--- src/acia_pkg.sv ---
package acia_pkg;

  // Kind of request on the input channel
  typedef enum logic {
    OP_WRITE   = 1'b0,
    OP_RECEIVE = 1'b1
  } op_t;

  // Bus register addresses
  typedef enum logic [1:0] {
    REG_DATA    = 2'd0,
    REG_STATUS  = 2'd1,
    REG_COMMAND = 2'd2,
    REG_CONTROL = 2'd3
  } reg_sel_t;

  // Status register bit positions
  localparam int unsigned ST_PARITY  = 0;
  localparam int unsigned ST_FRAMING = 1;
  localparam int unsigned ST_OVERRUN = 2;
  localparam int unsigned ST_RXFULL  = 3;
  localparam int unsigned ST_TXEMPTY = 4;
  localparam int unsigned ST_IRQ     = 7;

  // Command register bit positions
  localparam int unsigned CM_DTR      = 0;
  localparam int unsigned CM_RXIRQOFF = 1;
  localparam int unsigned CM_TXCTL_LO = 2;
  localparam int unsigned CM_ECHO     = 4;

  // Transmit control code that enables the transmit interrupt
  localparam logic [1:0] TXCTL_IRQ_ON = 2'b01;

  localparam logic [7:0] STATUS_RESET = 8'h10;

  localparam int unsigned BAUD_W = 17;

  // One request as held in the input register
  typedef struct packed {
    logic [7:0] data;
    reg_sel_t   reg_select;
    op_t        op;
  } item_t;

  // One result as held in the output register
  typedef struct packed {
    logic [BAUD_W-1:0] baud_rate;
    logic              can_receive;
    logic              irq;
    logic [7:0]        rx_byte;
    logic [7:0]        status_now;
    logic [7:0]        tx_byte;
    logic              tx_valid;
  } result_t;

  // Baud rate selected by the low control nibble
  function automatic logic [BAUD_W-1:0] baud_lookup(input logic [3:0] sel);
    logic [BAUD_W-1:0] rate;
    unique case (sel)
      4'd0:    rate = 17'd115200;
      4'd1:    rate = 17'd50;
      4'd2:    rate = 17'd75;
      4'd3:    rate = 17'd110;
      4'd4:    rate = 17'd134;
      4'd5:    rate = 17'd150;
      4'd6:    rate = 17'd300;
      4'd7:    rate = 17'd600;
      4'd8:    rate = 17'd1200;
      4'd9:    rate = 17'd1800;
      4'd10:   rate = 17'd2400;
      4'd11:   rate = 17'd3600;
      4'd12:   rate = 17'd4800;
      4'd13:   rate = 17'd7200;
      4'd14:   rate = 17'd9600;
      default: rate = 17'd19200;
    endcase
    return rate;
  endfunction

endpackage

--- src/acia_core.sv ---
module acia_core (
  input  logic             clk,
  input  logic             rst_n,
  input  logic             step_en,
  input  acia_pkg::item_t  item,
  output acia_pkg::result_t result
);

  logic [7:0] receive_hold_r, receive_hold_nxt;
  logic [7:0] status_r, status_nxt;
  logic [7:0] command_r, command_nxt;
  logic [7:0] control_r, control_nxt;

  logic       sent;
  logic [7:0] sent_byte;
  logic       recompute;
  logic       irq_on;

  // Register update for one request, then interrupt recomputation
  always_comb begin
    receive_hold_nxt = receive_hold_r;
    status_nxt       = status_r;
    command_nxt      = command_r;
    control_nxt      = control_r;
    sent             = 1'b0;
    sent_byte        = 8'h00;
    recompute        = 1'b0;

    if (item.op == acia_pkg::OP_WRITE) begin
      unique case (item.reg_select)
        acia_pkg::REG_DATA: begin
          sent                            = 1'b1;
          sent_byte                       = item.data;
          status_nxt[acia_pkg::ST_TXEMPTY] = 1'b1;
          recompute                       = 1'b1;
        end
        acia_pkg::REG_STATUS: begin
          // Programmed reset of the status flags
          status_nxt[acia_pkg::ST_IRQ]     = 1'b0;
          status_nxt[acia_pkg::ST_OVERRUN] = 1'b0;
          status_nxt[acia_pkg::ST_PARITY]  = 1'b0;
          status_nxt[acia_pkg::ST_FRAMING] = 1'b0;
          status_nxt[acia_pkg::ST_RXFULL]  = 1'b0;
          status_nxt[acia_pkg::ST_TXEMPTY] = 1'b1;
          recompute                        = 1'b1;
        end
        acia_pkg::REG_COMMAND: begin
          command_nxt = item.data;
          recompute   = 1'b1;
        end
        acia_pkg::REG_CONTROL: begin
          control_nxt = item.data;
        end
        default: begin
          control_nxt = control_r;
        end
      endcase
    end else if (command_r[acia_pkg::CM_DTR]) begin
      // A byte landing on a full receive register is an overrun
      if (status_r[acia_pkg::ST_RXFULL]) begin
        status_nxt[acia_pkg::ST_OVERRUN] = 1'b1;
      end
      receive_hold_nxt                = item.data;
      status_nxt[acia_pkg::ST_RXFULL] = 1'b1;
      if (command_r[acia_pkg::CM_ECHO]) begin
        sent      = 1'b1;
        sent_byte = item.data;
      end
      recompute = 1'b1;
    end

    irq_on = (status_nxt[acia_pkg::ST_RXFULL] && !command_nxt[acia_pkg::CM_RXIRQOFF]) ||
             (status_nxt[acia_pkg::ST_TXEMPTY] &&
              (command_nxt[acia_pkg::CM_TXCTL_LO +: 2] == acia_pkg::TXCTL_IRQ_ON));
    if (recompute) begin
      status_nxt[acia_pkg::ST_IRQ] = irq_on;
    end
  end

  // Result as seen after the request has taken effect
  always_comb begin
    result.tx_valid    = sent;
    result.tx_byte     = sent_byte;
    result.status_now  = status_nxt;
    result.rx_byte     = receive_hold_nxt;
    result.irq         = status_nxt[acia_pkg::ST_IRQ];
    result.can_receive = command_nxt[acia_pkg::CM_DTR] && !status_nxt[acia_pkg::ST_RXFULL];
    result.baud_rate   = acia_pkg::baud_lookup(control_nxt[3:0]);
  end

  // Architectural registers, committed when the request moves on
  always_ff @(posedge clk) begin
    if (!rst_n) begin
      receive_hold_r <= 8'h00;
      status_r       <= acia_pkg::STATUS_RESET;
      command_r      <= 8'h00;
      control_r      <= 8'h00;
    end else if (step_en) begin
      receive_hold_r <= receive_hold_nxt;
      status_r       <= status_nxt;
      command_r      <= command_nxt;
      control_r      <= control_nxt;
    end
  end

`ifndef SYNTHESIS
  // Transmit-empty is never cleared in this model
  a_txempty_kept: assert property (@(posedge clk) disable iff (!rst_n)
    status_r[acia_pkg::ST_TXEMPTY])
    else $error("transmit-empty bit cleared");

  // Overrun can only stand while the receive register is full
  a_overrun_full: assert property (@(posedge clk) disable iff (!rst_n)
    status_r[acia_pkg::ST_OVERRUN] |-> status_r[acia_pkg::ST_RXFULL])
    else $error("overrun set with receive register empty");

  // Bits 5 and 6 of the status register are never set
  a_status_unused: assert property (@(posedge clk) disable iff (!rst_n)
    status_r[6:5] == 2'b00)
    else $error("unused status bits set");

  // A byte received with DTR off leaves the receive side untouched
  a_dtr_off_drop: assert property (@(posedge clk) disable iff (!rst_n)
    step_en && (item.op == acia_pkg::OP_RECEIVE) && !command_r[acia_pkg::CM_DTR]
    |=> $stable(receive_hold_r) && $stable(status_r))
    else $error("byte taken while DTR off");
`endif

endmodule

--- src/acia_serial_port_registers_top.sv ---
// A request accepted into the input register has its result put into the output register, which drives out_tdata.
// The block takes one request per cycle, sustained while out_tready stays high.
// A waiting result stalls the input only once the input register is also full; that
// register takes a new request whenever it is empty or its content moves on.
// Reset (rst_n low, synchronous) empties both stages and sets the registers to
// their power-up values: status 0x10, all others zero.
module acia_serial_port_registers_top (
  input  logic        clk,
  input  logic        rst_n,
  input  logic        in_tvalid,
  output logic        in_tready,
  input  logic [7:0]  in_tdata,   // [7:0] data
  input  logic [2:0]  in_tuser,   // [0] op, [2:1] reg_select
  output logic        out_tvalid,
  input  logic        out_tready,
  output logic [47:0] out_tdata   // [0] tx_valid, [8:1] tx_byte, [16:9] status_now,
                                  // [24:17] rx_byte, [25] irq, [26] can_receive,
                                  // [43:27] baud_rate, [47:44] zero
);

  logic              in_valid_r;
  acia_pkg::item_t   in_item_r;
  logic              out_valid_r;
  acia_pkg::result_t out_result_r;
  acia_pkg::result_t result;
  logic              advance;
  logic              accept;

  // The held request moves on when the output register is free or being emptied
  assign advance   = in_valid_r && (!out_valid_r || out_tready);
  assign in_tready = !in_valid_r || advance;
  assign accept    = in_tvalid && in_tready;

  // Input register
  always_ff @(posedge clk) begin
    if (!rst_n) begin
      in_valid_r <= 1'b0;
    end else if (in_tready) begin
      in_valid_r <= in_tvalid;
    end
  end

  always_ff @(posedge clk) begin
    if (accept) begin
      in_item_r.data       <= in_tdata;
      in_item_r.op         <= acia_pkg::op_t'(in_tuser[0]);
      in_item_r.reg_select <= acia_pkg::reg_sel_t'(in_tuser[2:1]);
    end
  end

  acia_core u_core (
    .clk     (clk),
    .rst_n   (rst_n),
    .step_en (advance),
    .item    (in_item_r),
    .result  (result)
  );

  // Output register
  always_ff @(posedge clk) begin
    if (!rst_n) begin
      out_valid_r <= 1'b0;
    end else if (advance) begin
      out_valid_r <= 1'b1;
    end else if (out_tready) begin
      out_valid_r <= 1'b0;
    end
  end

  always_ff @(posedge clk) begin
    if (advance) begin
      out_result_r <= result;
    end
  end

  assign out_tvalid = out_valid_r;
  assign out_tdata  = {4'b0000, out_result_r};

endmodule

--- config.mk ---
export PLATFORM = sky130hd
export DESIGN_NAME = acia_serial_port_registers_top
export DESIGN_NICKNAME = d
export VERILOG_FILES = /design/src/acia_pkg.sv /design/src/acia_core.sv /design/src/acia_serial_port_registers_top.sv
export SDC_FILE = /design/constraint.sdc
export NUM_CORES = 1
export LEC_CHECK = 0
export ABC_AREA = 1
export ABC_CLOCK_PERIOD_IN_PS = 4360
export BUFFER_PORTS_ARGS = -buffer_cell sky130_fd_sc_hd__buf_2
export CAP_MARGIN = 20
export CORE_ASPECT_RATIO = 1.4
export CORE_MARGIN = 2
export CORE_UTILIZATION = 40
export DETAILED_ROUTE_END_ITERATION = 10
export PLACE_DENSITY_LB_ADDON = 0.1
export SLEW_MARGIN = 20
export SYNTH_ARGS = -nofsm -noshare
export SYNTH_HDL_FRONTEND = slang
export SYNTH_SLANG_ARGS = --single-unit
--- constraint.sdc ---
create_clock -name clk -period 4.36 [get_ports clk]
set_clock_uncertainty 0.1 [all_clocks]
set_input_delay 0.218 -clock clk [delete_from_list [all_inputs] [get_ports clk]]
set_output_delay 0.218 -clock clk [all_outputs]
set_load 0.01 [all_outputs]
# Word-level counts from Yosys, hierarchy flattened
# Memories as Yosys holds them, arrays and structs flattened. A register that Yosys moved wholly into a read port is not among the register bits.
# Cells that the tools add are included.
# classes
div_mod_pow,0
mul,0
muxes,29
order_cmp,0
n_reduce_logical,17
add_sub_neg,0
shift,0
eq_ne,4
n_bitwise,1
# ops
op,count
2-to-1 mux 8 bit,6
2-to-1 mux 4 bit,5
2-to-1 mux 1 bit,15
2-to-1 mux 2 bit,3
logical AND 1 bit,5
== test 2 x 1 -> 1 bit (second input constant),2
== test 2 bit (second input constant),2
zero test 1 bit,4
logical OR 1 bit,3
AND reduction 3 bit,1
OR reduction 3 bit,1
zero test 2 bit,1
nonzero test 2 bit,1
OR reduction 2 bit,1
NOT 1 bit,1
# word_totals
ramBits,0
latchBits,0
register_bits,61
romBits,272
mem_count,1
out_inout_bits,50
elab_cells,68
input_bits,15
# memory_table
name,words,word_bits,read_ports,rd_clocked_by_memory_dff,write_ports,line,text
(no name shown),16,17,1,1,0,acia_pkg.sv:59,unique case (sel)

# Logic depth before layout (Yosys ltp)
# Gate-level depths: netlist (run 1).
# depth
depth_word,7
depth_mapped,10
depth_no_buf,10

# Cells and area by module
# A second synthesis (run 1) with hierarchy kept.
# hier_totals
cells_unflattened,323
area_unflattened_um2,3338.2
# by_module_without_submodules
module,cells_per_inst,seq_area_each_um2,instances,area_each_um2
acia_serial_port_registers_top,73,1691.6,1,1780.5
acia_core,250,460.4,1,1557.7

# Worst setup path after synthesis (run 1)
# Ideal clock, no wire load.
# synth_path
path_kind,reg-to-reg
startpoint,reg in_item_r[0] (netlist name)
endpoint,reg out_tdata[36] (netlist name)
arrival_time_ps,1606
required_ps,3999
path_buffers,0
setup_ps,261
stages_incl_launch_ff,10
setup_slack_ps,2393
path_cell_list,edfxtp_1 > nor2_4 > nand2_1 > o21ai_2 > inv_2 > ha_1 > inv_1 > nand2_1 > nand3_1 > nand3b_1
# synth_via
elab_chain_len,1
# synth_lines
element,line,text
from (decl),acia_serial_port_registers_top.sv:22,acia_pkg::item_t in_item_r;
2-to-1 mux 4 bit,acia_core.sv:29,if (item.op == acia_pkg::OP_WRITE) begin
named net u_core.control_nxt[1],acia_core.sv:12,"logic [7:0] control_r, control_nxt;"
# The timed path passes the listed nets, and every way through them passes these cells.
# A chain may end at the register's enable or synchronous reset.

# Final worst setup path (run 1)
# layout_path
startpoint,reg out_valid_r (netlist: out_tvalid)
endpoint,reg u_core.status_r[1]
# layout_via
elab_chain_len,3
# layout_lines
element,line,text
from (decl),acia_serial_port_registers_top.sv:23,logic out_valid_r;
from (signal assigned),acia_serial_port_registers_top.sv:62,out_valid_r <= 1'b0;
from (signal assigned),acia_serial_port_registers_top.sv:64,out_valid_r <= 1'b1;
from (signal assigned),acia_serial_port_registers_top.sv:66,out_valid_r <= 1'b0;
zero test 1 bit,acia_serial_port_registers_top.sv:30,assign advance = in_valid_r && (!out_valid_r || out_tready);
logical OR 1 bit,acia_serial_port_registers_top.sv:30,
logical AND 1 bit,acia_serial_port_registers_top.sv:30,
to (signal assigned),acia_core.sv:95,status_r <= acia_pkg::STATUS_RESET;
to (signal assigned),acia_core.sv:100,status_r <= status_nxt;
to (decl),acia_core.sv:10,"logic [7:0] status_r, status_nxt;"
# No other way between the ends.

==> out/qor.csv, run 1 <==
stage,metric,value,unit
cts,Num CTS Buffers,9,
synth,mux cell area share after synthesis,0.314,%
critical_path,Register-to-Register Setup Slack,2.16,ns
critical_path,kind of critical path,reg -> reg,
cts,CTS Buffer Depth,2,
route,drt wl/cell,12.6,µm
synth,Yosys warning total,0,
global_route,largest net degree at the start of global routing,35,
pwr,Net Sw Power,0.362,mW
critical_path,worst reg2reg endpoint,u_core.status_r[1]$_SDFFE_PN0P_,
finish,layout cells sized above 1,24.5,%
placement,dpl cells,453,
route,# DRC,0,
floorplanning,die area,0.00870,mm²
critical_path,R2R Path Start,out_tvalid$_SDFFE_PN0P_,
synth,xor and xnor area share after synthesis,0,%
floorplanning,Die Height,110,µm
worst_hold_path,WHS Path Cells,3,
pwr,Logic pwr share,10.3,%
critical_path,termination of the worst setup path,u_core.status_r[1]$_SDFFE_PN0P_,
route,Final ANT Viol Nets,0,
job,max-cap violations,0,
cts,CTS Root Cell,clkbuf_8,
route,WL final,6040,µm
floorplanning,core box area,0.00775,mm²
timing,RSZ-0062 raised after global routing,no,
finish,NumNets Final,397,
cts,H-tree Lvls,3,
synth,post-synthesis cell area,0.00318,mm²
worst_hold_path,Hold Crit Class,in -> reg,
critical_path,Setup crit start,out_tvalid$_SDFFE_PN0P_,
timing,max-slew violation count,0,
floorplanning,Die W,79.4,µm
timing,Final Setup Violations,0,
pwr,Clock Power Share,35.7,%
timing,Tmin final,2.20,ns
finish,number of antenna repair diodes,0,
floorplanning,# IOs,65,
timing,Worst-Margin Slew,0.692,ns
synth,Syn Area/Cell,10.4,µm²
synth,post-synthesis cell count,306,
critical_path,CP startpoint kind,flip-flop,
floorplanning,row count,38,
cts,CTS tree,built,
global_route,Total GRT Usage,15.0,%
pwr,PD cells,397,mW/mm²
cts,CTS resizes,0,
cts,clock insertion delay at the later pin of the skew report,0.35,ns
pwr,static leakage,1.63,nW
global_route,grt total ovfl,0,
timing,fmax,455,MHz
synth,"Seq/Total Area, Yosys",63.8,%
synth,compound-cell area share of the yosys netlist,10.7,%
global_route,vias in the first global route,2116,
pwr,Flop pwr share,54.0,%
global_route,first-pass GRT wire length,9710,µm
cts,clk slew on worst S/H paths,0.07,ns
route,via count,2249,
timing,Final Hold Viols,0,
synth,Synth Register Bits,76,
synth,largest family of logic cells by synthesized area,simple AND/OR/NAND/NOR gates,
pwr,internal power,1.16,mW
synth,Simple-Gate Fraction of Synth Area,14.0,%
placement,Port Buffer Count,58,
floorplanning,Starting Density,41.1,%
finish,final cell count without fillers,480,
critical_path,Worst Path Max Fanout,34,
timing,Final Cycle Share,50.4,%
finish,"Area growth, synth to finish",20.1,%
pwr,Peak VDD IR,0.202,mV
route,drt initial violations,116,
cts,CTS sink count,76,
critical_path,Required @ worst endpoint,4.48,ns
global_route,initial antenna violation count,0,
synth,Synth cell types,32,
outcome,status,"complete, no violations",
route,routed vias/inst,4.69,
placement,hpwl dp,4220,µm
critical_path,WP data arrival,2.31,ns
synth,Post-Synth Adder-Cell Area,2.75,%
critical_path,CP Capture Type,flip-flop,
route,DRT Pass-1 Iters,4,
cts,total setup buffers inserted after CTS,0,
critical_path,Worst R2R Path Depth,6,
worst_hold_path,hold path start,in_tvalid,
timing,Max-slew headroom,53.8,%
timing,setup_tns,0,ns
placement,GPL Wtd Cong,0.866,
pwr,Switching Share,23.8,%
[synthesized netlist by cell type (all sizes together)]
cell type | count | area, µm²
a211oi | 1 | 7.51
nor4 | 1 | 6.26
nand3 | 11 | 55.1
nand3b | 1 | 7.51
buf | 14 | 105
o22ai | 2 | 18.8
o211ai | 4 | 30.0
ha | 7 | 87.6
edfxtp | 51 | 1530
nor3 | 2 | 10.0
o21ai | 31 | 174
nand2 | 65 | 254
conb | 1 | 3.75
o21bai | 1 | 7.51
dfxtp | 25 | 500
o21a | 1 | 7.51
a21oi | 19 | 95.1
inv | 39 | 149
clkbuf | 3 | 11.3
or2 | 1 | 6.26
mux2i | 1 | 10.0
nor2 | 25 | 106
[per-stage QoR]
step / instance area [µm²] / utilization [%] / hold WS, ns / worst slack [ns] / power [mW]
6_report: 3820 / 49.3 / 0.0412 / 2.16 / 1.52
5_1_grt: 3820 / 49.3 / 0.0549 / 1.85 / 1.59
4_1_cts: 3820 / 49.3 / 0.0252 / 2.11 / 1.54
3_5_place_dp: 3510 / 45.3 / 0.296 / 2.13 / 0.988
3_3_place_gp: 3510 / 45.3 / 0.295 / 2.14 / 0.987
2_1_floorplan: 3200 / - / 0.217 / 2.39 / 0.944
[cell type report]
class | count | area (µm²)
tap | 100 | 125
fill | 733 | 3930
timing repair buffer | 70 | 408
clock buffer | 12 | 155
inverter | 39 | 149
multi-input combinational | 179 | 906
sequential | 76 | 2030
clock inverter | 4 | 48.8
[worst min path at each step]
stage	to	slack [ns]
6_report	in_valid_r$_SDFFE_PN0N_	0.04
5_1_grt	in_valid_r$_SDFFE_PN0N_	0.05
4_1_cts	in_valid_r$_SDFFE_PN0N_	0.03
3_5_place_dp	in_item_r[1]$_DFFE_PP_	0.30
3_3_place_gp	in_item_r[8]$_DFFE_PP_	0.30
2_1_floorplan	in_item_r[0]$_DFFE_PP_	0.22
[critical path, cell delays in order, from the launching register on]
cell     delay (ns)
dfxtp_1        0.33
nand2_1        0.08
nand2_1        0.28
inv_2          0.61
nand2_1        0.14
o21ai_0        0.44
nor2_1         0.08
[sequential cells by signal, indices dropped and copies added, names as in the netlist]
register and flops:
u_core.command_r 5, out_tvalid 1, u_core.control_r 4, in_item_r 11, u_core.receive_hold_r 8, out_tdata 40, in_valid_r 1, u_core.status_r 6
[per-layer routing]
metal | track usage [%] | routed length (µm) | share of wire [%] | up-vias
met5 | 0 | 0 | 0 | -
met4 | 7.51 | 97 | 1.6 | 0
met3 | 4.19 | 250 | 4.1 | 9
met2 | 26.8 | 3200 | 53 | 50
met1 | 16.3 | 2490 | 41 | 1045
li1 | - | - | - | 1145
[layout by cell type, fill, tap and decap left out, types with 2 or more instances in the layout]
cell type,n
o21ai_2,5
nor2_1,22
conb_1,6
dfxtp_1,25
nor2_2,2
edfxtp_1,51
nand2_1,61
nand3_1,11
o21ai_0,14
nor3_1,2
nand2_2,4
clkbuf_8,11
dlygate4sd3_1,11
inv_2,4
clkinv_2,2
ha_1,7
o21ai_1,12
inv_1,34
buf_2,58
o211ai_1,4
a21oi_1,19
[cell families (layout without fill, tap and decap cells)]
family / count (synthesis) / in the layout
DFF: 76 / 76
and+or+nand+nor: 106 / 106
adders and majority gates: 7 / 7
AOI/OAI and AO/OA: 59 / 59
other: 1 / 6
muxes: 1 / 1
buffers and inverters: 56 / 125
[power by group through the flow]
| stage | sequential, mW | combinational, mW | clock [mW] |
|---|---|---|---|
| 2_1_floorplan | 0.847 | 0.0973 | 0 |
| 3_3_place_gp | 0.837 | 0.151 | 0 |
| 3_5_place_dp | 0.837 | 0.152 | 0 |
| 4_1_cts | 0.821 | 0.159 | 0.556 |
| 5_1_grt | 0.824 | 0.178 | 0.585 |
| 6_report | 0.820 | 0.157 | 0.541 |
[what timing repair did]
item,4_1_cts,5_1_grt
endpoints found under the setup margin,0,0
hold buffers,11,0
endpoints found under the hold margin,11,0
Power figures use the tool's default switching activity.
==> inputs of run 2 (changes only) <==
--- a/config.mk
+++ b/config.mk
@@ -6,7 +6,7 @@
 export NUM_CORES = 1
 export LEC_CHECK = 0
 export ABC_AREA = 1
-export ABC_CLOCK_PERIOD_IN_PS = 4360
+export ABC_CLOCK_PERIOD_IN_PS = 2100
 export BUFFER_PORTS_ARGS = -buffer_cell sky130_fd_sc_hd__buf_2
 export CAP_MARGIN = 20
 export CORE_ASPECT_RATIO = 1.4
==> constraint.sdc (replaced) <==
create_clock -name clk -period 2.1 [get_ports clk]
set_clock_uncertainty 0.1 [all_clocks]
set_input_delay 0.105 -clock clk [delete_from_list [all_inputs] [get_ports clk]]
set_output_delay 0.105 -clock clk [all_outputs]
set_load 0.01 [all_outputs]
==> run 2 against run 1 <==
Combinational power rose by 130%. Clock power grew 87%. Highest routed layer unchanged. Via count increased by 2.0%. Largest power group unchanged. Die area unchanged. Critical path depth is 3 higher. Sequential power rose by 110%. Largest cell class unchanged.
==> out/qor.csv, run 2 (synthesized netlist as in run 1, its figures left out) <==
stage,metric,value,unit,change
cts,CTS Buffer Depth,2,,unchanged
pwr,Net Sw Power,0.771,mW,+110%
worst_hold_path,Hold Crit Class,reg -> reg,,
placement,Port Buffer Count,58,,unchanged
floorplanning,Die W,79.4,µm,unchanged
critical_path,worst reg2reg endpoint,out_tdata[31]$_DFFE_PP_,,
global_route,Total GRT Usage,15.6,%,+0.61 points
finish,"Area growth, synth to finish",24.0,%,
timing,Fin Hold WS,0.339,ns,+0.298 ns
job,max-cap violations,0,,unchanged
critical_path,Worst R2R Path Depth,9,,+3
timing,Tmin final,1.97,ns,-0.230 ns
finish,layout cells sized above 1,26.8,%,+2.3 points
critical_path,Setup crit start,in_item_r[2]$_DFFE_PP_,,
critical_path,Required @ worst endpoint,2.11,ns,-2.37 ns
route,via count,2295,,+2.0%
placement,hpwl dp,4290,µm,+1.7%
floorplanning,core box area,0.00775,mm²,unchanged
floorplanning,Starting Density,41.1,%,unchanged
pwr,Logic pwr share,11.8,%,+1.5 points
cts,CTS Root Cell,clkbuf_8,,
cts,clk slew on worst S/H paths,0.07,ns,about the same
critical_path,CP startpoint kind,flip-flop,,
floorplanning,Die Height,110,µm,unchanged
cts,H-tree Lvls,3,,unchanged
critical_path,termination of the worst setup path,out_tdata[31]$_DFFE_PP_,,
route,WL final,6280,µm,+4.0%
finish,number of antenna repair diodes,0,,unchanged
global_route,vias in the first global route,2193,,+3.6%
global_route,initial antenna violation count,0,,unchanged
route,Final ANT Viol Nets,0,,unchanged
global_route,largest net degree at the start of global routing,35,,unchanged
critical_path,CP Capture Type,flip-flop,,
cts,clock insertion delay at the later pin of the skew report,0.36,ns,about the same
floorplanning,row count,38,,unchanged
finish,max reg flops,40,,unchanged
timing,Final Hold Viols,0,,unchanged
critical_path,Register-to-Register Setup Slack,0.13,ns,-2.03 ns
timing,max-slew violation count,0,,unchanged
timing,setup_tns,0,ns,unchanged
cts,Num CTS Buffers,9,,unchanged
critical_path,R2R Path Start,in_item_r[2]$_DFFE_PP_,,
outcome,status,"complete, no violations",,
finish,"commonest non-fill, non-tap cells in the layout","nand2_1, buf_2, edfxtp_1, inv_1, dfxtp_1",,
global_route,grt total ovfl,0,,unchanged
floorplanning,die area,0.00870,mm²,unchanged
critical_path,Worst Path Max Fanout,8,,-76%
placement,GPL Wtd Cong,0.884,,+2.0%
critical_path,WP data arrival,1.98,ns,-0.33 ns
cts,CTS sink count,76,,unchanged
finish,"commonest non-fill, non-tap cell in the layout",nand2_1,,
timing,Final Cycle Share,93.7,%,+43 points
cts,CTS tree,built,,
pwr,Flop pwr share,55.4,%,+1.4 points
pwr,internal power,2.30,mW,+99%
finish,final core utilization,50.9,%,+1.6 points
timing,Final Setup Violations,0,,unchanged
pwr,static leakage,1.70,nW,+4.1%
route,routed vias/inst,4.63,,-1.2%
global_route,first-pass GRT wire length,10000,µm,+3.4%
floorplanning,# IOs,65,,unchanged
finish,NumNets Final,413,,+4.0%
pwr,Switching Share,25.1,%,+1.3 points
route,DRT Pass-1 Iters,4,,unchanged
timing,fmax,508,MHz,+12%
pwr,Clock Power Share,32.8,%,-2.9 points
pwr,PD cells,778,mW/mm²,+96%
route,# DRC,0,,unchanged
route,drt initial violations,135,,+16%
route,drt wl/cell,12.7,µm,+0.62%
pwr,Peak VDD IR,0.419,mV,+110%
critical_path,kind of critical path,reg -> reg,,
-- run 2: worst min path at each step --
| stage | slack, ns | to | startpoint | cells past startpoint |
|---|---|---|---|---|
| global placement | 0.18 | in_item_r[7]$_DFFE_PP_ | in_tdata[4] | 1 |
| finish | 0.34 | u_core.status_r[0]$_SDFFE_PN0P_ | u_core.status_r[0]$_SDFFE_PN0P_ | 2 |
| detailed placement | 0.18 | in_item_r[3]$_DFFE_PP_ | in_tdata[0] | 1 |
| CTS | 0.33 | in_item_r[6]$_DFFE_PP_ | in_tdata[3] | 2 |
| floorplan | 0.10 | in_item_r[0]$_DFFE_PP_ | in_tuser[0] | 0 |
| global route | 0.35 | u_core.status_r[0]$_SDFFE_PN0P_ | u_core.status_r[0]$_SDFFE_PN0P_ | 2 |
-- run 2: cell type report --
type,instances,area [µm²]
Fill cell,718,3800
Sequential cell,76,2030
Multi-Input combinational cell,179,926
Timing Repair Buffer,86,538
Clock buffer,11,151
Inverter,39,149
Tap cell,100,125
Clock inverter,5,26.3
-- run 2: what timing repair did --
action	CTS	global route
setup buffers	0	6
setup endpoints to repair	0	5
resized for setup	0	3
hold buffers	15	0
endpoints found under the hold margin	20	0
-- run 2: metal layers --
metal | GRT usage [%] | share of wire [%] | vias to the layer above
li1 | - | - | 1174
met1 | 17.3 | 40 | 1047
met2 | 26.5 | 53 | 59
met3 | 3.94 | 4.1 | 15
met4 | 10.5 | 3.0 | 0
met5 | 0 | 0 | -
-- run 2: metrics by stage --
step           total power, mW  area, µm²  worst slack, ns  cells
2_1_floorplan             1.96       3200            0.133    311
3_3_place_gp              2.06       3550            0.153    459
3_5_place_dp              2.06       3550           0.0918    459
4_1_cts                   3.09       3880           0.0943    490
5_1_grt                   3.22       3950         -0.00677    496
6_report                  3.07       3950            0.131    496
-- run 2: worst max-delay path, stage by stage (launching register included) --
cell and delay [ns]:
edfxtp_1 0.45, nand2_2 0.13, nor2_4 0.07, buf_4 0.14
o21ai_4 0.22, inv_2 0.11, ha_1 0.21, nand2_1 0.08
nand2_1 0.06, o21a_1 0.17
-- run 2: power by group through the flow --
| stage | Sequential [mW] | Combinational [mW] | Clock (mW) |
|---|---|---|---|
| floorplan | 1.76 | 0.202 | 0 |
| global placement | 1.74 | 0.325 | 0 |
| detailed placement | 1.74 | 0.327 | 0 |
| CTS | 1.70 | 0.349 | 1.04 |
| global route | 1.71 | 0.408 | 1.10 |
| finish | 1.70 | 0.361 | 1.01 |
==> inputs of run 3 (changes only) <==
--- a/config.mk
+++ b/config.mk
@@ -12,9 +12,11 @@
 export CORE_ASPECT_RATIO = 1.4
 export CORE_MARGIN = 2
 export CORE_UTILIZATION = 40
+export CTS_BUF_LIST = sky130_fd_sc_hd__clkbuf_4 sky130_fd_sc_hd__clkbuf_8
 export DETAILED_ROUTE_END_ITERATION = 10
 export PLACE_DENSITY_LB_ADDON = 0.1
 export SLEW_MARGIN = 20
 export SYNTH_ARGS = -nofsm -noshare
 export SYNTH_HDL_FRONTEND = slang
+export SYNTH_HIERARCHICAL = 1
 export SYNTH_SLANG_ARGS = --single-unit
==> run 3 against run 2 <==
Highest routed layer unchanged. Power grew 9.3%. Non-clock buffer count shrank 2. Final cell count grew 3.0%. Critical path depth grew 1. Critical path type unchanged. Die area grew 4.6%. First-iteration DRC count shrank 13%. Sequential share of layout area grew 1.1 points.
==> out/qor.csv, run 3 <==
stage,metric,value,unit,change
critical_path,Setup crit start,in_item_r[0]$_DFFE_PP_,,
placement,Port Buffer Count,60,,+3.4%
finish,NumNets Final,425,,+2.9%
synth,xor and xnor area share after synthesis,0,%,unchanged
synth,Commonest cells post-synth,"edfxtp_1, nand2_1, nor2_1",,
placement,GPL Wtd Cong,0.855,,-3.2%
synth,commonest register cell after synthesis,edfxtp_1,,
route,DRT Pass-1 Iters,4,,unchanged
critical_path,Worst Path Max Fanout,6,,-2
timing,Worst-Margin Slew,0.733,ns,
finish,"commonest non-fill, non-tap cell in the layout",buf_2,,
synth,"Seq/Total Area, Yosys",64.5,%,+0.66 points
worst_hold_path,Hold Crit Class,in -> reg,,
critical_path,WP data arrival,1.92,ns,-0.06 ns
timing,Final Cycle Share,91.7,%,-2.0 points
cts,CTS Buffer Depth,2,,unchanged
finish,filler cell count,776,,+8.1%
route,WL final,6400,µm,+1.9%
critical_path,Required @ worst endpoint,2.10,ns,about the same
route,Final ANT Viol Nets,0,,unchanged
floorplanning,row count,39,,+2.6%
timing,Max-slew headroom,51.2,%,
synth,Simple-Gate Fraction of Synth Area,12.6,%,-1.4 points
critical_path,CP startpoint kind,flip-flop,,
synth,Yosys warning total,6,,+6
timing,worst setup margin,0.174,ns,+0.0430 ns
cts,clk slew on worst S/H paths,0.08,ns,about the same
finish,number of antenna repair diodes,0,,unchanged
finish,layout cells sized above 1,24.9,%,-1.8 points
critical_path,worst reg2reg endpoint,out_tdata[35]$_DFFE_PP_,,
synth,Post-synth EDFFs,55,,+7.8%
synth,Syn Area/Cell,10.3,µm²,-0.68%
worst_hold_path,WHS Path Cells,2,,unchanged
cts,CTS sink count,80,,+5.3%
finish,max reg flops,44,,+10%
global_route,initial antenna violation count,0,,unchanged
synth,post-synthesis cell count,323,,+5.6%
cts,H-tree Lvls,3,,unchanged
timing,Tmin final,1.93,ns,-0.0430 ns
cts,CTS tree,built,,
timing,fmax,519,MHz,+2.2%
timing,setup_tns,0,ns,unchanged
finish,"Area growth, synth to finish",22.6,%,
critical_path,CP Capture Type,flip-flop,,
floorplanning,Starting Density,41.0,%,-0.12 points
synth,Synth cell types,29,,-9.4%
floorplanning,die area,0.00910,mm²,+4.6%
cts,CTS Root Cell,clkbuf_8,,
placement,Placed Instance Area,0.00373,mm²,+4.9%
outcome,status,"complete, no violations",,
route,drt initial violations,117,,-13%
placement,Setup WS pre-CTS,0.0526,ns,-0.0392 ns
timing,max-slew violation count,0,,unchanged
finish,post-route cell area,0.00409,mm²,+3.7%
synth,"area leader, netlist",edfxtp_1,,
synth,post-synthesis cell area,0.00334,mm²,+4.8%
synth,compound-cell area share of the yosys netlist,11.4,%,+0.71 points
timing,Final Setup Violations,0,,unchanged
floorplanning,core box area,0.00815,mm²,+5.2%
global_route,GRT met1 Usage,16.9,%,-0.40 points
global_route,first-pass GRT wire length,10600,µm,+5.4%
floorplanning,Die W,81.2,µm,+2.3%
finish,final core utilization,50.2,%,-0.70 points
route,# DRC,0,,unchanged
critical_path,Register-to-Register Setup Slack,0.17,ns,+0.04 ns
route,drt wl/cell,12.5,µm,-1.1%
finish,final cell count without fillers,511,,+3.0%
finish,FF+latch area,0.00215,mm²,+5.9%
worst_hold_path,hold path start,rst_n,,
synth,area share of the largest cell type after synthesis,49.5,%,+1.4 points
synth,synth top area cells,"edfxtp_1, dfxtp_1, nand2_1",,
critical_path,Worst R2R Path Depth,10,,+1
global_route,GR Util met3,3.14,%,-0.81 points
job,max-cap violations,0,,unchanged
pwr,total power,3.36,mW,+9.3%
global_route,met2 Usage GRT,26.4,%,about the same
pwr,static leakage,1.82,nW,+7.2%
pwr,PD cells,820,mW/mm²,+5.4%
synth,Synth Register Bits,80,,+5.3%
worst_hold_path,Hold EP,u_core/status_r[4]$_SDFFE_PN1P_,,
finish,"commonest non-fill, non-tap cells in the layout","buf_2, edfxtp_1, nand2_1, nor2_1, inv_1",,
critical_path,kind of critical path,reg -> reg,,
pwr,Peak VDD IR,0.667,mV,+59%
finish,area taken by multi-input logic gates,911,µm²,-1.6%
global_route,grt total ovfl,0,,unchanged
synth,mux cell area share after synthesis,0,%,-0.31 points
critical_path,R2R Path Start,in_item_r[0]$_DFFE_PP_,,
timing,Final Hold Viols,0,,unchanged
cts,Num CTS Buffers,9,,unchanged
global_route,GRT Max-Usage Layer,met2,,
synth,top-count cell post-synth,edfxtp_1,,
placement,dpl cells,479,,+4.4%
placement,hpwl dp,4320,µm,+0.75%
floorplanning,Die Height,112,µm,+2.3%
timing,Fin Hold WS,0.0306,ns,-0.308 ns
synth,largest family of logic cells by synthesized area,simple AND/OR/NAND/NOR gates,,
cts,clock insertion delay at the later pin of the skew report,0.35,ns,about the same
route,via count,2390,,+4.1%
global_route,Total GRT Usage,15.5,%,-0.15 points
synth,Post-Synth Adder-Cell Area,2.25,%,-0.50 points
global_route,largest net degree at the start of global routing,65,,+86%
timing,RSZ-0062 raised after global routing,no,,
floorplanning,# IOs,65,,unchanged
route,routed vias/inst,4.68,,+1.1%
global_route,vias in the first global route,2346,,+7.0%
synth,"FFs w/ async S/R, synth",0,%,unchanged
[run 3: worst max-delay path by stage]
stage                                       end  cells after the start
2_1_floorplan  u_core/command_r[1]$_SDFFE_PN0P_                      5
3_3_place_gp            out_tdata[34]$_DFFE_PP_                     11
3_5_place_dp            out_tdata[34]$_DFFE_PP_                     11
4_1_cts                 out_tdata[34]$_DFFE_PP_                     11
5_1_grt                 out_tdata[34]$_DFFE_PP_                     11
6_report                out_tdata[35]$_DFFE_PP_                     10
[run 3: cell type report]
class	instances	area share, %
clock buffers	13	4.06
clock inverters	3	0.978
inverters	47	4.43
multi-input cells	182	22.2
flip-flops and latches	80	52.6
well taps	102	3.12
repair buffers	84	12.6
[run 3: report_power, final]
group | switching, mW | internal, mW | leakage, nW
clock | 0.513 | 0.637 | 0.110
combinational | 0.244 | 0.148 | 0.973
sequential | 0.0295 | 1.78 | 0.735
[run 3: worst max-delay path: stages, from the launching register on]
cell      delay, ns
edfxtp_1       0.40
inv_2          0.09
nand3_2        0.13
inv_4          0.12
nand2_1        0.07
o21ai_2        0.07
inv_2          0.08
ha_1           0.30
inv_1          0.06
o21ai_1        0.17
a21oi_1        0.08
[run 3: cell families (layout without fill, tap and decap cells)]
group	count (synthesis)	after routing
and+or+nand+nor	105	105
adders and majority gates	6	6
DFF	80	80
buffers and inverters	65	147
other	2	6
AOI/OAI and AO/OA	65	65
[run 3: per-layer routing]
metal / vias to the layer above / wire length (µm)
met3: 17 / 237
met1: 1097 / 2580
met2: 64 / 3350
met4: 0 / 235
li1: 1212 / -
met5: - / 0
[run 3: timing repair]
action	4_1_cts	5_1_grt
setup endpoints to repair	0	8
buffers inserted	0	2
resized for setup	0	6
hold buffers	14	0
endpoints found under the hold margin	13	0
